File: src/hw/rtl/mtf_zero_run_symbol_decoder_defines.svh
// Assertion macros for the MTF zero-run symbol decoder; clk and rst_n come from the using module.
`ifndef MTF_ZERO_RUN_SYMBOL_DECODER_DEFINES_SVH
`define MTF_ZERO_RUN_SYMBOL_DECODER_DEFINES_SVH

// ante holds -> cons holds in the same cycle
`define MZR_ASSERT_IMP(lbl, ante, cons, msg) \
  lbl: assert property (@(posedge clk) disable iff (!rst_n) (ante) |-> (cons)) \
    else $error(msg);

// ante holds -> cons holds in the next cycle
`define MZR_ASSERT_NXT(lbl, ante, cons, msg) \
  lbl: assert property (@(posedge clk) disable iff (!rst_n) (ante) |=> (cons)) \
    else $error(msg);

// cond holds at every edge out of reset
`define MZR_ASSERT_INV(lbl, cond, msg) \
  lbl: assert property (@(posedge clk) disable iff (!rst_n) (cond)) \
    else $error(msg);

`endif

File: src/hw/rtl/mzr_pkg.sv
// Shared types, codes and constants of the MTF zero-run symbol decoder.
`default_nettype none

package mzr_pkg;

  localparam int unsigned MAX_BLOCK_DEF = 900000;
  localparam int CNT_W = 20;               // run, weight and byte counters

  localparam int LIST_DEPTH = 256;
  localparam int LIST_AW    = 8;

  localparam int CQ_DEPTH  = 2;            // command queue, front to back
  localparam int CQ_CNT_W  = $clog2(CQ_DEPTH + 1);
  localparam int OQ_DEPTH  = 4;            // result queue, back to output
  localparam int OQ_CNT_W  = $clog2(OQ_DEPTH + 1);

  // input opcodes
  localparam logic [1:0] OPC_START = 2'd0;
  localparam logic [1:0] OPC_MAP   = 2'd1;
  localparam logic [1:0] OPC_SYM   = 2'd2;

  localparam logic [8:0] SYM_RUNB = 9'd1;

  // result kinds
  localparam logic [1:0] KIND_DATA = 2'd0;
  localparam logic [1:0] KIND_END  = 2'd1;
  localparam logic [1:0] KIND_ERR  = 2'd2;

  // error causes
  localparam logic [2:0] CAUSE_NONE    = 3'd0;
  localparam logic [2:0] CAUSE_BAD_SYM = 3'd1;
  localparam logic [2:0] CAUSE_RUN_OVF = 3'd2;
  localparam logic [2:0] CAUSE_FULL    = 3'd3;
  localparam logic [2:0] CAUSE_BAD_MAP = 3'd4;

  typedef enum logic [1:0] {
    CMD_START,
    CMD_MAP,
    CMD_RUN,
    CMD_SYM
  } cmd_op_t;

  typedef struct packed {
    cmd_op_t     op;
    logic [3:0]  map_group;
    logic [15:0] map_bits;
    logic [8:0]  symbol;
  } cmd_t;

  typedef struct packed {
    logic [1:0]       kind;
    logic [7:0]       byte_value;
    logic [CNT_W-1:0] repeat_count;
    logic [2:0]       error_cause;
    logic             last;
  } result_t;

  function automatic result_t mk_data(input logic [7:0] b, input logic [CNT_W-1:0] cnt,
                                      input logic lst);
    return '{kind: KIND_DATA, byte_value: b, repeat_count: cnt,
             error_cause: CAUSE_NONE, last: lst};
  endfunction

  function automatic result_t mk_end();
    return '{kind: KIND_END, byte_value: 8'd0, repeat_count: '0,
             error_cause: CAUSE_NONE, last: 1'b1};
  endfunction

  function automatic result_t mk_err(input logic [2:0] cause);
    return '{kind: KIND_ERR, byte_value: 8'd0, repeat_count: '0,
             error_cause: cause, last: 1'b1};
  endfunction

endpackage

`default_nettype wire

File: src/hw/rtl/mzr_if.sv
// Valid/ready channel interfaces for the decoder's input and result words.
`default_nettype none

interface mzr_in_if;
  logic        valid;
  logic        ready;
  logic [1:0]  opcode;
  logic [3:0]  map_group;
  logic [15:0] map_bits;
  logic [8:0]  symbol;

  modport source (output valid, opcode, map_group, map_bits, symbol, input ready);
  modport sink   (input valid, opcode, map_group, map_bits, symbol, output ready);
endinterface

interface mzr_out_if;
  logic        valid;
  logic        ready;
  logic [1:0]  kind;
  logic [7:0]  byte_value;
  logic [19:0] repeat_count;
  logic [2:0]  error_cause;
  logic        last;

  modport source (output valid, kind, byte_value, repeat_count, error_cause, last,
                  input ready);
  modport sink   (input valid, kind, byte_value, repeat_count, error_cause, last,
                  output ready);
endinterface

`default_nettype wire

File: src/hw/rtl/mzr_fifo.sv
// Small synchronous FIFO; DEPTH must be a power of two.
`default_nettype none

module mzr_fifo #(
  parameter type T     = logic,
  parameter int  DEPTH = 2
) (
  input  logic                         clk,
  input  logic                         rst_n,
  input  logic                         push_valid,
  input  T                             push_data,
  output logic                         pop_valid,
  input  logic                         pop_ready,
  output T                             pop_data,
  output logic [$clog2(DEPTH+1)-1:0]   count
);

  localparam int PTR_W = $clog2(DEPTH);
  localparam int CW    = $clog2(DEPTH + 1);

  T                 slots_r [DEPTH];
  logic [PTR_W-1:0] wr_ptr_r;
  logic [PTR_W-1:0] rd_ptr_r;
  logic [CW-1:0]    count_r;
  logic             do_push;
  logic             do_pop;

  assign do_push   = push_valid && (count_r != CW'(DEPTH));
  assign pop_valid = (count_r != '0);
  assign do_pop    = pop_valid && pop_ready;
  assign pop_data  = slots_r[rd_ptr_r];
  assign count     = count_r;

  always_ff @(posedge clk) begin
    if (!rst_n) begin
      wr_ptr_r <= '0;
      rd_ptr_r <= '0;
      count_r  <= '0;
    end else begin
      if (do_push) begin
        wr_ptr_r <= wr_ptr_r + PTR_W'(1);
      end
      if (do_pop) begin
        rd_ptr_r <= rd_ptr_r + PTR_W'(1);
      end
      count_r <= count_r + CW'(do_push) - CW'(do_pop);
    end
  end

  always_ff @(posedge clk) begin
    if (do_push) begin
      slots_r[wr_ptr_r] <= push_data;
    end
  end

endmodule

`default_nettype wire

File: src/hw/rtl/mzr_front.sv
// Front end: takes input words and turns them into back-end commands.
`default_nettype none

module mzr_front import mzr_pkg::*; (
  mzr_in_if.sink in_ch,
  input  logic   cq_room,
  output logic   cq_push,
  output cmd_t   cq_data
);

  logic take;

  assign in_ch.ready = cq_room;
  assign take        = in_ch.valid && cq_room;

  always_comb begin
    cq_data.map_group = in_ch.map_group;
    cq_data.map_bits  = in_ch.map_bits;
    cq_data.symbol    = in_ch.symbol;
    cq_data.op        = CMD_START;
    cq_push           = 1'b0;
    case (in_ch.opcode)
      OPC_START: begin
        cq_data.op = CMD_START;
        cq_push    = take;
      end
      OPC_MAP: begin
        cq_data.op = CMD_MAP;
        cq_push    = take;
      end
      OPC_SYM: begin
        // RUNA / RUNB go to the run counter, everything else to MTF decode
        cq_data.op = (in_ch.symbol <= SYM_RUNB) ? CMD_RUN : CMD_SYM;
        cq_push    = take;
      end
      default: begin
        // reserved opcode: word is taken and dropped
        cq_push = 1'b0;
      end
    endcase
  end

endmodule

`default_nettype wire

File: src/hw/rtl/mzr_back.sv
// Back end: block state, MTF list memory, run counting and result generation.
`default_nettype none

`include "mtf_zero_run_symbol_decoder_defines.svh"

module mzr_back import mzr_pkg::*; #(
  parameter int unsigned MAX_BLOCK = MAX_BLOCK_DEF
) (
  input  logic                clk,
  input  logic                rst_n,
  input  logic                cmd_valid,
  input  cmd_t                cmd,
  output logic                cmd_pop,
  input  logic [OQ_CNT_W-1:0] oq_count,
  output logic                res_push,
  output result_t             res
);

  localparam logic [CNT_W-1:0]    MAXV    = CNT_W'(MAX_BLOCK);
  localparam logic [CNT_W-1:0]    HALF    = CNT_W'(MAX_BLOCK / 2);
  localparam logic [CNT_W-1:0]    WT_SAT  = CNT_W'(MAX_BLOCK + 1);
  localparam logic [OQ_CNT_W-1:0] OQ_FULL = OQ_CNT_W'(OQ_DEPTH);
  localparam logic [OQ_CNT_W-1:0] OQ_LOW  = OQ_CNT_W'(OQ_DEPTH - 2);

  typedef enum logic [2:0] {
    S_IDLE,
    S_MAP,
    S_RD,
    S_MOVE,
    S_SECOND
  } state_t;

  state_t             state_r,    state_nxt;
  logic [8:0]         sym_total_r, sym_total_nxt;
  logic [4:0]         last_grp_r, last_grp_nxt;
  logic [CNT_W-1:0]   run_len_r,  run_len_nxt;
  logic [CNT_W-1:0]   run_wt_r,   run_wt_nxt;
  logic               run_pend_r, run_pend_nxt;
  logic [CNT_W-1:0]   bytes_r,    bytes_nxt;
  logic               done_r,     done_nxt;
  logic [7:0]         head_r,     head_nxt;
  logic [15:0]        bits_r,     bits_nxt;
  logic [3:0]         grp_r,      grp_nxt;
  logic [3:0]         lo_r,       lo_nxt;
  logic [LIST_AW-1:0] move_j_r,   move_j_nxt;
  logic [7:0]         val_r,      val_nxt;
  result_t            res2_r,     res2_nxt;

  // MTF list; entry 0 lives in head_r and is never read from here
  logic [7:0]         mtf_mem [LIST_DEPTH];
  logic [7:0]         rdata_r;
  logic               mem_we;
  logic [LIST_AW-1:0] mem_waddr;
  logic [7:0]         mem_wdata;
  logic [LIST_AW-1:0] mem_raddr;

  logic               room2;
  logic [9:0]         total_p1;
  logic               sym_bad;
  logic               is_end;
  logic [LIST_AW-1:0] idx;
  logic               wt_big;
  logic [CNT_W:0]     contrib;
  logic [CNT_W:0]     len_sum;
  logic               len_big;
  logic [CNT_W-1:0]   wt_next;
  logic [CNT_W:0]     byte_sum;
  logic               run_full;
  logic [CNT_W-1:0]   bytes_after;
  logic               lit_full;
  logic               map_bad;
  result_t            r2;
  logic               r2_now;

  assign room2    = (oq_count <= OQ_LOW);
  assign total_p1 = {1'b0, sym_total_r} + 10'd1;
  assign sym_bad  = ({1'b0, cmd.symbol} > total_p1);
  assign is_end   = ({1'b0, cmd.symbol} == total_p1);
  assign idx      = cmd.symbol[LIST_AW-1:0] - LIST_AW'(1);

  // bijective base-2 run: RUNA adds weight, RUNB adds twice the weight
  assign wt_big   = cmd.symbol[0] ? (run_wt_r > HALF) : (run_wt_r > MAXV);
  assign contrib  = cmd.symbol[0] ? {run_wt_r, 1'b0} : {1'b0, run_wt_r};
  assign len_sum  = {1'b0, run_len_r} + contrib;
  assign len_big  = (len_sum > {1'b0, MAXV});
  assign wt_next  = (run_wt_r > HALF) ? WT_SAT : {run_wt_r[CNT_W-2:0], 1'b0};

  assign byte_sum    = {1'b0, bytes_r} + {1'b0, run_len_r};
  assign run_full    = run_pend_r && (byte_sum > {1'b0, MAXV});
  assign bytes_after = run_pend_r ? byte_sum[CNT_W-1:0] : bytes_r;
  assign lit_full    = (bytes_after >= MAXV);

  assign map_bad = done_r || run_pend_r || (bytes_r != '0) ||
                   (!last_grp_r[4] && (cmd.map_group <= last_grp_r[3:0]));

  always_comb begin
    state_nxt     = state_r;
    sym_total_nxt = sym_total_r;
    last_grp_nxt  = last_grp_r;
    run_len_nxt   = run_len_r;
    run_wt_nxt    = run_wt_r;
    run_pend_nxt  = run_pend_r;
    bytes_nxt     = bytes_r;
    done_nxt      = done_r;
    head_nxt      = head_r;
    bits_nxt      = bits_r;
    grp_nxt       = grp_r;
    lo_nxt        = lo_r;
    move_j_nxt    = move_j_r;
    val_nxt       = val_r;
    res2_nxt      = res2_r;
    cmd_pop       = 1'b0;
    res_push      = 1'b0;
    res           = mk_end();
    mem_we        = 1'b0;
    mem_waddr     = '0;
    mem_wdata     = 8'd0;
    mem_raddr     = idx;
    r2            = mk_end();
    r2_now        = 1'b0;

    case (state_r)
      S_IDLE: begin
        if (cmd_valid && room2) begin
          cmd_pop = 1'b1;
          case (cmd.op)
            CMD_START: begin
              sym_total_nxt = '0;
              last_grp_nxt  = 5'd16;
              run_len_nxt   = '0;
              run_wt_nxt    = CNT_W'(1);
              run_pend_nxt  = 1'b0;
              bytes_nxt     = '0;
              done_nxt      = 1'b0;
            end
            CMD_MAP: begin
              if (map_bad) begin
                res_push = 1'b1;
                res      = mk_err(CAUSE_BAD_MAP);
                done_nxt = 1'b1;
              end else begin
                last_grp_nxt = {1'b0, cmd.map_group};
                grp_nxt      = cmd.map_group;
                bits_nxt     = cmd.map_bits;
                lo_nxt       = 4'd0;
                state_nxt    = S_MAP;
              end
            end
            default: begin
              // RUNA/RUNB and MTF symbols share the front checks
              if (done_r) begin
                res_push = 1'b1;
                res      = mk_err(CAUSE_BAD_SYM);
                done_nxt = 1'b1;
              end else if (sym_total_r == '0) begin
                res_push = 1'b1;
                res      = mk_err(CAUSE_BAD_MAP);
                done_nxt = 1'b1;
              end else if (sym_bad) begin
                res_push = 1'b1;
                res      = mk_err(CAUSE_BAD_SYM);
                done_nxt = 1'b1;
              end else if (cmd.op == CMD_RUN) begin
                if (wt_big || len_big) begin
                  res_push = 1'b1;
                  res      = mk_err(CAUSE_RUN_OVF);
                  done_nxt = 1'b1;
                end else begin
                  run_len_nxt  = len_sum[CNT_W-1:0];
                  run_wt_nxt   = wt_next;
                  run_pend_nxt = 1'b1;
                end
              end else if (run_full) begin
                res_push = 1'b1;
                res      = mk_err(CAUSE_FULL);
                done_nxt = 1'b1;
              end else begin
                if (run_pend_r) begin
                  res_push     = 1'b1;
                  res          = mk_data(head_r, run_len_r, 1'b0);
                  bytes_nxt    = bytes_after;
                  run_pend_nxt = 1'b0;
                  run_len_nxt  = '0;
                  run_wt_nxt   = CNT_W'(1);
                end
                if (is_end) begin
                  r2       = mk_end();
                  r2_now   = 1'b1;
                  done_nxt = 1'b1;
                end else if (lit_full) begin
                  r2       = mk_err(CAUSE_FULL);
                  r2_now   = 1'b1;
                  done_nxt = 1'b1;
                end else if (idx == '0) begin
                  // front hit: no list movement
                  r2        = mk_data(head_r, CNT_W'(1), 1'b1);
                  r2_now    = 1'b1;
                  bytes_nxt = bytes_after + CNT_W'(1);
                end else begin
                  bytes_nxt  = bytes_after + CNT_W'(1);
                  mem_raddr  = idx;
                  move_j_nxt = idx;
                  state_nxt  = S_RD;
                end
                if (r2_now) begin
                  if (run_pend_r) begin
                    res2_nxt  = r2;
                    state_nxt = S_SECOND;
                  end else begin
                    res_push = 1'b1;
                    res      = r2;
                  end
                end
              end
            end
          endcase
        end
      end

      S_MAP: begin
        // one presence bit per cycle, stops after the last set bit
        if (bits_r[15] && !sym_total_r[8]) begin
          mem_we    = 1'b1;
          mem_waddr = sym_total_r[LIST_AW-1:0];
          mem_wdata = {grp_r, lo_r};
          if (sym_total_r == '0) begin
            head_nxt = {grp_r, lo_r};
          end
          sym_total_nxt = sym_total_r + 9'd1;
        end
        bits_nxt = {bits_r[14:0], 1'b0};
        lo_nxt   = lo_r + 4'd1;
        if (bits_nxt == '0) begin
          state_nxt = S_IDLE;
        end
      end

      S_RD: begin
        val_nxt   = rdata_r;
        res_push  = 1'b1;
        res       = mk_data(rdata_r, CNT_W'(1), 1'b1);
        mem_raddr = move_j_r - LIST_AW'(1);
        state_nxt = S_MOVE;
      end

      S_MOVE: begin
        // shift entries [1..j-1] up by one, top down; read runs one ahead
        mem_we    = 1'b1;
        mem_waddr = move_j_r;
        mem_wdata = (move_j_r == LIST_AW'(1)) ? head_r : rdata_r;
        mem_raddr = move_j_r - LIST_AW'(2);
        if (move_j_r == LIST_AW'(1)) begin
          head_nxt  = val_r;
          state_nxt = S_IDLE;
        end else begin
          move_j_nxt = move_j_r - LIST_AW'(1);
        end
      end

      S_SECOND: begin
        res_push  = 1'b1;
        res       = res2_r;
        state_nxt = S_IDLE;
      end

      default: begin
        state_nxt = S_IDLE;
      end
    endcase
  end

  always_ff @(posedge clk) begin
    if (!rst_n) begin
      state_r     <= S_IDLE;
      sym_total_r <= '0;
      last_grp_r  <= 5'd16;
      run_len_r   <= '0;
      run_wt_r    <= CNT_W'(1);
      run_pend_r  <= 1'b0;
      bytes_r     <= '0;
      done_r      <= 1'b0;
    end else begin
      state_r     <= state_nxt;
      sym_total_r <= sym_total_nxt;
      last_grp_r  <= last_grp_nxt;
      run_len_r   <= run_len_nxt;
      run_wt_r    <= run_wt_nxt;
      run_pend_r  <= run_pend_nxt;
      bytes_r     <= bytes_nxt;
      done_r      <= done_nxt;
    end
    head_r   <= head_nxt;
    bits_r   <= bits_nxt;
    grp_r    <= grp_nxt;
    lo_r     <= lo_nxt;
    move_j_r <= move_j_nxt;
    val_r    <= val_nxt;
    res2_r   <= res2_nxt;
  end

  always_ff @(posedge clk) begin
    if (mem_we) begin
      mtf_mem[mem_waddr] <= mem_wdata;
    end
    rdata_r <= mtf_mem[mem_raddr];
  end

  `MZR_ASSERT_IMP(a_oq_room, res_push, oq_count != OQ_FULL, "result pushed into full queue")
  `MZR_ASSERT_IMP(a_run_map, run_pend_r, sym_total_r != '0, "run pending with empty map")
  `MZR_ASSERT_IMP(a_run_len, run_pend_r, run_len_r != '0, "run pending with zero length")
  `MZR_ASSERT_INV(a_bytes_max, bytes_r <= MAXV, "byte count past block size")
  `MZR_ASSERT_NXT(a_move_end, state_r == S_MOVE && move_j_r == LIST_AW'(1), state_r == S_IDLE, "list move did not finish")

endmodule

`default_nettype wire

File: src/hw/rtl/mtf_zero_run_symbol_decoder.sv
// bzip2 MTF / zero-run symbol decoder, top level.
//
// Channels: in_ch takes start, map and symbol words; out_ch gives data, end and error
// words (valid/ready, a word moves on an edge with both high). No config port.
// Front classifies input words into a 2-entry command queue; back executes them
// against the block state and the 256-entry MTF list memory and writes results into
// a 4-entry result queue that drives out_ch.
// With the back end idle, the first result of a word passes the command queue and
// the result queue; an MTF literal below the list front with no pending run
// also waits for a list read first. Back-end handling per word:
//   start, RUNA/RUNB, end symbol, errors: done on taking the word
//   run flushed ahead of an end, block-full error or front-hit literal: S_SECOND follows
//   MTF symbol at list position k > 0: list read, then k entries moved, one per cycle
//     through the single write port of the list memory
//   map word: presence bits scanned up to its last set bit (one bit per cycle)
// Reset clears the block state as a start word would; the MTF list memory is not
// cleared, it is filled by map words before any read.
// Receiver stall: results wait in the result queue; the back end takes a new word only
// when two result slots are free, then the command queue fills and in_ch.ready drops.
`default_nettype none

module mtf_zero_run_symbol_decoder import mzr_pkg::*; #(
  parameter int unsigned MAX_BLOCK = MAX_BLOCK_DEF
) (
  input  logic      clk,
  input  logic      rst_n,
  mzr_in_if.sink    in_ch,
  mzr_out_if.source out_ch
);

  logic                cq_push;
  cmd_t                cq_data;
  logic                cq_valid;
  logic                cq_pop;
  cmd_t                cq_head;
  logic [CQ_CNT_W-1:0] cq_count;
  logic                cq_room;

  logic                res_push;
  result_t             res_data;
  logic                oq_valid;
  result_t             oq_head;
  logic [OQ_CNT_W-1:0] oq_count;

  assign cq_room = (cq_count != CQ_CNT_W'(CQ_DEPTH));

  mzr_front u_front (
    .in_ch   (in_ch),
    .cq_room (cq_room),
    .cq_push (cq_push),
    .cq_data (cq_data)
  );

  mzr_fifo #(
    .T     (cmd_t),
    .DEPTH (CQ_DEPTH)
  ) u_cmd_q (
    .clk        (clk),
    .rst_n      (rst_n),
    .push_valid (cq_push),
    .push_data  (cq_data),
    .pop_valid  (cq_valid),
    .pop_ready  (cq_pop),
    .pop_data   (cq_head),
    .count      (cq_count)
  );

  mzr_back #(
    .MAX_BLOCK (MAX_BLOCK)
  ) u_back (
    .clk       (clk),
    .rst_n     (rst_n),
    .cmd_valid (cq_valid),
    .cmd       (cq_head),
    .cmd_pop   (cq_pop),
    .oq_count  (oq_count),
    .res_push  (res_push),
    .res       (res_data)
  );

  mzr_fifo #(
    .T     (result_t),
    .DEPTH (OQ_DEPTH)
  ) u_res_q (
    .clk        (clk),
    .rst_n      (rst_n),
    .push_valid (res_push),
    .push_data  (res_data),
    .pop_valid  (oq_valid),
    .pop_ready  (out_ch.ready),
    .pop_data   (oq_head),
    .count      (oq_count)
  );

  assign out_ch.valid        = oq_valid;
  assign out_ch.kind         = oq_head.kind;
  assign out_ch.byte_value   = oq_head.byte_value;
  assign out_ch.repeat_count = oq_head.repeat_count;
  assign out_ch.error_cause  = oq_head.error_cause;
  assign out_ch.last         = oq_head.last;

endmodule

`default_nettype wire

File: src/flat_wrapper.sv
// flat-port wrapper written by rule: the top's interface ports become plain ports
module mtf_zero_run_symbol_decoder_flat import mzr_pkg::*;
#(
  parameter int unsigned MAX_BLOCK = MAX_BLOCK_DEF
)
  (clk, rst_n, in_ch_valid, in_ch_opcode, in_ch_map_group, in_ch_map_bits, in_ch_symbol, in_ch_ready, out_ch_valid, out_ch_kind, out_ch_byte_value, out_ch_repeat_count, out_ch_error_cause, out_ch_last, out_ch_ready);
  mzr_in_if in_ch_i ();
  mzr_out_if out_ch_i ();
  input  logic clk;
  input  logic rst_n;
  input wire logic [$bits(in_ch_i.valid)-1:0] in_ch_valid;
  input wire logic [$bits(in_ch_i.opcode)-1:0] in_ch_opcode;
  input wire logic [$bits(in_ch_i.map_group)-1:0] in_ch_map_group;
  input wire logic [$bits(in_ch_i.map_bits)-1:0] in_ch_map_bits;
  input wire logic [$bits(in_ch_i.symbol)-1:0] in_ch_symbol;
  output wire logic [$bits(in_ch_i.ready)-1:0] in_ch_ready;
  output wire logic [$bits(out_ch_i.valid)-1:0] out_ch_valid;
  output wire logic [$bits(out_ch_i.kind)-1:0] out_ch_kind;
  output wire logic [$bits(out_ch_i.byte_value)-1:0] out_ch_byte_value;
  output wire logic [$bits(out_ch_i.repeat_count)-1:0] out_ch_repeat_count;
  output wire logic [$bits(out_ch_i.error_cause)-1:0] out_ch_error_cause;
  output wire logic [$bits(out_ch_i.last)-1:0] out_ch_last;
  input wire logic [$bits(out_ch_i.ready)-1:0] out_ch_ready;
  assign in_ch_i.valid = in_ch_valid;
  assign in_ch_i.opcode = in_ch_opcode;
  assign in_ch_i.map_group = in_ch_map_group;
  assign in_ch_i.map_bits = in_ch_map_bits;
  assign in_ch_i.symbol = in_ch_symbol;
  assign in_ch_ready = in_ch_i.ready;
  assign out_ch_valid = out_ch_i.valid;
  assign out_ch_kind = out_ch_i.kind;
  assign out_ch_byte_value = out_ch_i.byte_value;
  assign out_ch_repeat_count = out_ch_i.repeat_count;
  assign out_ch_error_cause = out_ch_i.error_cause;
  assign out_ch_last = out_ch_i.last;
  assign out_ch_i.ready = out_ch_ready;
  mtf_zero_run_symbol_decoder #(.MAX_BLOCK(MAX_BLOCK)) u_core (.clk(clk), .rst_n(rst_n), .in_ch(in_ch_i), .out_ch(out_ch_i));
endmodule
File: config.mk
export PLATFORM = sky130hd
export DESIGN_NAME = mtf_zero_run_symbol_decoder_flat
export DESIGN_NICKNAME = d
export VERILOG_FILES = /design/src/hw/rtl/mzr_pkg.sv /design/src/hw/rtl/mzr_if.sv /design/src/hw/rtl/mzr_fifo.sv /design/src/hw/rtl/mzr_front.sv /design/src/hw/rtl/mzr_back.sv /design/src/hw/rtl/mtf_zero_run_symbol_decoder.sv /design/src/flat_wrapper.sv
export VERILOG_INCLUDE_DIRS = /design/src /design/src/hw/rtl
export SDC_FILE = /design/constraint.sdc
export NUM_CORES = 2
export LEC_CHECK = 0
export BUFFER_PORTS_ARGS = -buffer_cell sky130_fd_sc_hd__buf_2
export CORE_ASPECT_RATIO = 1.5
export CORE_MARGIN = 3
export CORE_UTILIZATION = 30
export CTS_CLUSTER_DIAMETER = 60
export DETAILED_ROUTE_END_ITERATION = 12
export GPL_TIMING_DRIVEN = 0
export SYNTH_ARGS = -nofsm -noshare
export SYNTH_HDL_FRONTEND = slang
export SYNTH_SLANG_ARGS = --single-unit
File: constraint.sdc
create_clock -name clk -period 35 [get_ports clk]
set_input_delay 3.5 -clock clk [delete_from_list [all_inputs] [get_ports clk]]
set_output_delay 3.5 -clock clk [all_outputs]
set_load 0.02 [all_outputs]
==> impl_metrics.tcl <==
set metrics [dict create \
    gp_congestion 0.939 \
    std_cell_rows 257 \
    cts_buffer_depth 4 \
    crit_type "reg -> reg" \
    reg2reg_depth 16 \
    hold_viol 0 \
    synth_area_um2 98600 \
    drv_cap 0 \
    ys_seq_elements 2406 \
    final_core_util_pct 34.6 \
    synth_commonest_cells "2305 x edfxtp_1, 546 x mux4_2, 524 x nand2_1" \
    synth_top_area_cell "edfxtp_1" \
    clockRootBuffer "clkbuf_16" \
    drive_gt1_share_pct 18.7 \
    critPathCaptureType "flip-flop" \
    rrSetupSlack_ns 27.09 \
    insertion_delay_ns 0.92 \
    use_met2_pct 28.4 \
    synth_top_area_share_pct 70.2 \
    setup_viol 0 \
    die_x_um 474 \
    grt_max_degree 44 \
    post_cts_buffers 0 \
    worst_pin_slew_ns 1.43 \
    crit_family "buffers and inverters" \
    gr-total-overflow 0 \
    postRouteAntennaNets 0 \
    use_met1_pct 17.7 \
    min_period_over_period_pct 22.6 \
    cts-resized-gates 0 \
    place_ws_ns 27.22 \
    yosysUniqueCellTypes 89 \
    yosys-top-cells-area "edfxtp_1 70%, mux4_2 12%, dfxtp_1 2.1%" \
    power_density_nw_per_um2 68.8 \
    synth_nets 5689 \
    hold_end "u_core.u_back.last_grp_r[4]$_SDFFE_PN1P_" \
    viasPerCell 5.13 \
    drc 0 \
    place_area_um2 106000 \
    cp_cell_sequence "buf_2, mux2i_1, clkbuf_1, ha_1, a21oi_2, buf_16, clkbuf_2, clkbuf_1, buf_1, mux4_2, nand2_1, a31oi_1, mux2i_1, a21oi_1, mux2i_1, mux2i_1" \
    fmax_mhz 126 \
    use_met3_pct 2.11 \
    grt_antenna_before_repair 4 \
    cts.sinks 2406 \
    grt_usage_pct 15.8 \
    first_iter_violations 5180 \
    holdPathStages 1 \
    worst_hold_startpoint "u_core.u_back.last_grp_r[4]$_SDFFE_PN1P_" \
    vdd_drop_max_v 0.0000475 \
    htreeDepth 4 \
    synth_ff_type "edfxtp_1" \
    cp.required_ns 35.70 \
    core-area_um2 327000 \
    avgSynthCellArea_um2 17.7 \
    setup_tns_ns 0 \
    numCtsBuffers 224 \
    fin_worst_skew_ns 0.103 \
    wl_um 272000 \
    cpMaxStageDelayCell "a31oi_1" \
    rr_endpoint "u_core.u_back.rdata_r[2]$_DFF_P_" \
    clkTransAtPathRegs_ns 0.07 \
    crit_path_max_incr_delay_ns 0.88 \
    area_growth_pct 14.7 \
    cts_tree "built" \
    final_max_slew_viol_count 0 \
    hpwl_um 195000 \
    initial_core_util_pct 30.2 \
    syn_inst 5576 \
    rsz0062_at_grt "false" \
    vias 53300 \
    status "completed" \
    wire_per_inst_um 26.2 \
    ioPinCount 71 \
    yosysWarnings 0 \
    dieArea_um2 336000 \
    io_buffers 70 \
    fin_ws_ns 27.09 \
    grt_pass1_wl_um 390000 \
    crit_fanout 11 \
    yosysMostFrequentCell "edfxtp_1" \
    cp.buffers_inverters 6 \
    async_flop_share_pct 0 \
    top_usage_layer "met2" \
    finish.net_count 6057 \
    p_leak_nw 38.2 \
    max_slew_margin_pct 3.96 \
    dr.pass1.iters 6 \
    die_h_um 708 \
    cp_common_cell "mux2i_1" \
    cp-start-kind "flip-flop" \
    fin_area_um2 113000 \
    grt_pass1_vias 55400 \
    yosysSeqAreaShare_pct 72.2 \
    fin_crit_ns 7.91 \
    synth_edf_count 2305 \
    hp-class "reg -> reg" \
    cts_hold_buf 0 \
    critPathArrivalTime_ns 8.61 \
]
power breakdown:
group | total, W | switching [W] | internal, W
Sequential | 0.00324 | 0.0000225 | 0.00322
Combinational | 0.00213 | 0.00140 | 0.000728
Clock | 0.00242 | 0.00107 | 0.00135
Total | 0.00778 | 0.00249 | 0.00529
final cells by class:
type                    instances  area (um^2)
inverters                      50          188
well taps                    4273         5350
multi-input cells            2789        26000
flip-flops and latches       2406        71200
plain buffers                 331         1370
fillers                     30500       214000
repair buffers                142         1880
clock inverters               129         1170
clock buffers                 274         5970
diodes                          1         2.50
worst reg2reg max path: cells and delay by family (launching register included):
family | cells | cell delay [ns]
flops | 1 | 0.31
mux | 5 | 1.94
buf+inv | 6 | 3.30
simple gates | 1 | 0.07
compound gates | 3 | 1.72
fa+ha+maj | 1 | 0.40
metal layers:
metal	part of all wire [%]	wire, um
met5	0	0
met4	7.2	19600
met3	5.5	14900
met2	52	141000
met1	36	96800
metrics by stage:
step	total power, W	hold WS (ns)	cells
2_1_floorplan	0.00457	0.427	5576
3_3_place_gp	0.00544	0.439	9919
3_5_place_dp	0.00542	0.443	9991
4_1_cts	0.00782	0.461	10400
5_1_grt	0.00801	0.490	10400
6_report	0.00778	0.465	10400
how the worst max path moves through the flow:
stage	start	to	slack [ns]	cells after the start
6_report	flip-flop	u_core.u_back.rdata_r[2]$_DFF_P_	27.09	16
5_1_grt	flip-flop	u_core.u_back.rdata_r[4]$_DFF_P_	27.11	16
4_1_cts	flip-flop	u_core.u_back.rdata_r[4]$_DFF_P_	27.19	16
3_5_place_dp	flip-flop	u_core.u_back.rdata_r[4]$_DFF_P_	27.22	16
3_3_place_gp	u_core.u_back.move_j_r[3]$_DFFE_PP_	u_core.u_back.mtf_mem[62][1]$_DFFE_PP_	7.08	6
2_1_floorplan	u_core.u_back.move_j_r[3]$_DFFE_PP_	u_core.u_back.mtf_mem[0][0]$_DFFE_PP_	21.26	6
kinds of logic after synthesis:
| group | Yosys count | share of synthesized area [%] |
|---|---|---|
| buffers and inverters | 381 | 1.56 |
| muxes | 690 | 13.9 |
| and+or+nand+nor | 1289 | 5.89 |
| xor gates and xnor gates | 74 | 0.657 |
| adders and majority gates | 78 | 1.01 |
| AOI/OAI and AO/OA | 658 | 4.68 |
| DFF | 2406 | 72.2 |
state kept, by name (all words and copies together) (netlist names), 9 cells and up, named ones only:
name and count:
u_core.u_back.mtf_mem 2048, u_core.u_res_q.slots_r 136, u_core.u_cmd_q.slots_r 62, u_core.u_back.bytes_r 20, u_core.u_back.run_len_r 20, u_core.u_back.run_wt_r 20, u_core.u_back.bits_r 16, u_core.u_back.res2_r 11
u_core.u_back.sym_total_r 9
placed cells by master, fill, tap and decap left out, types with 101 or more instances in the layout:
master     count
a21oi_1      119
dfxtp_1      101
edfxtp_1    2305
mux4_2       546
a211oi_1     142
mux2i_1      131
clkbuf_16    231
clkbuf_1     233
nor2_1       365
and2_1       118
buf_2        128
nand2_1      524
Note: power is estimated with default switching activity, not from simulation.
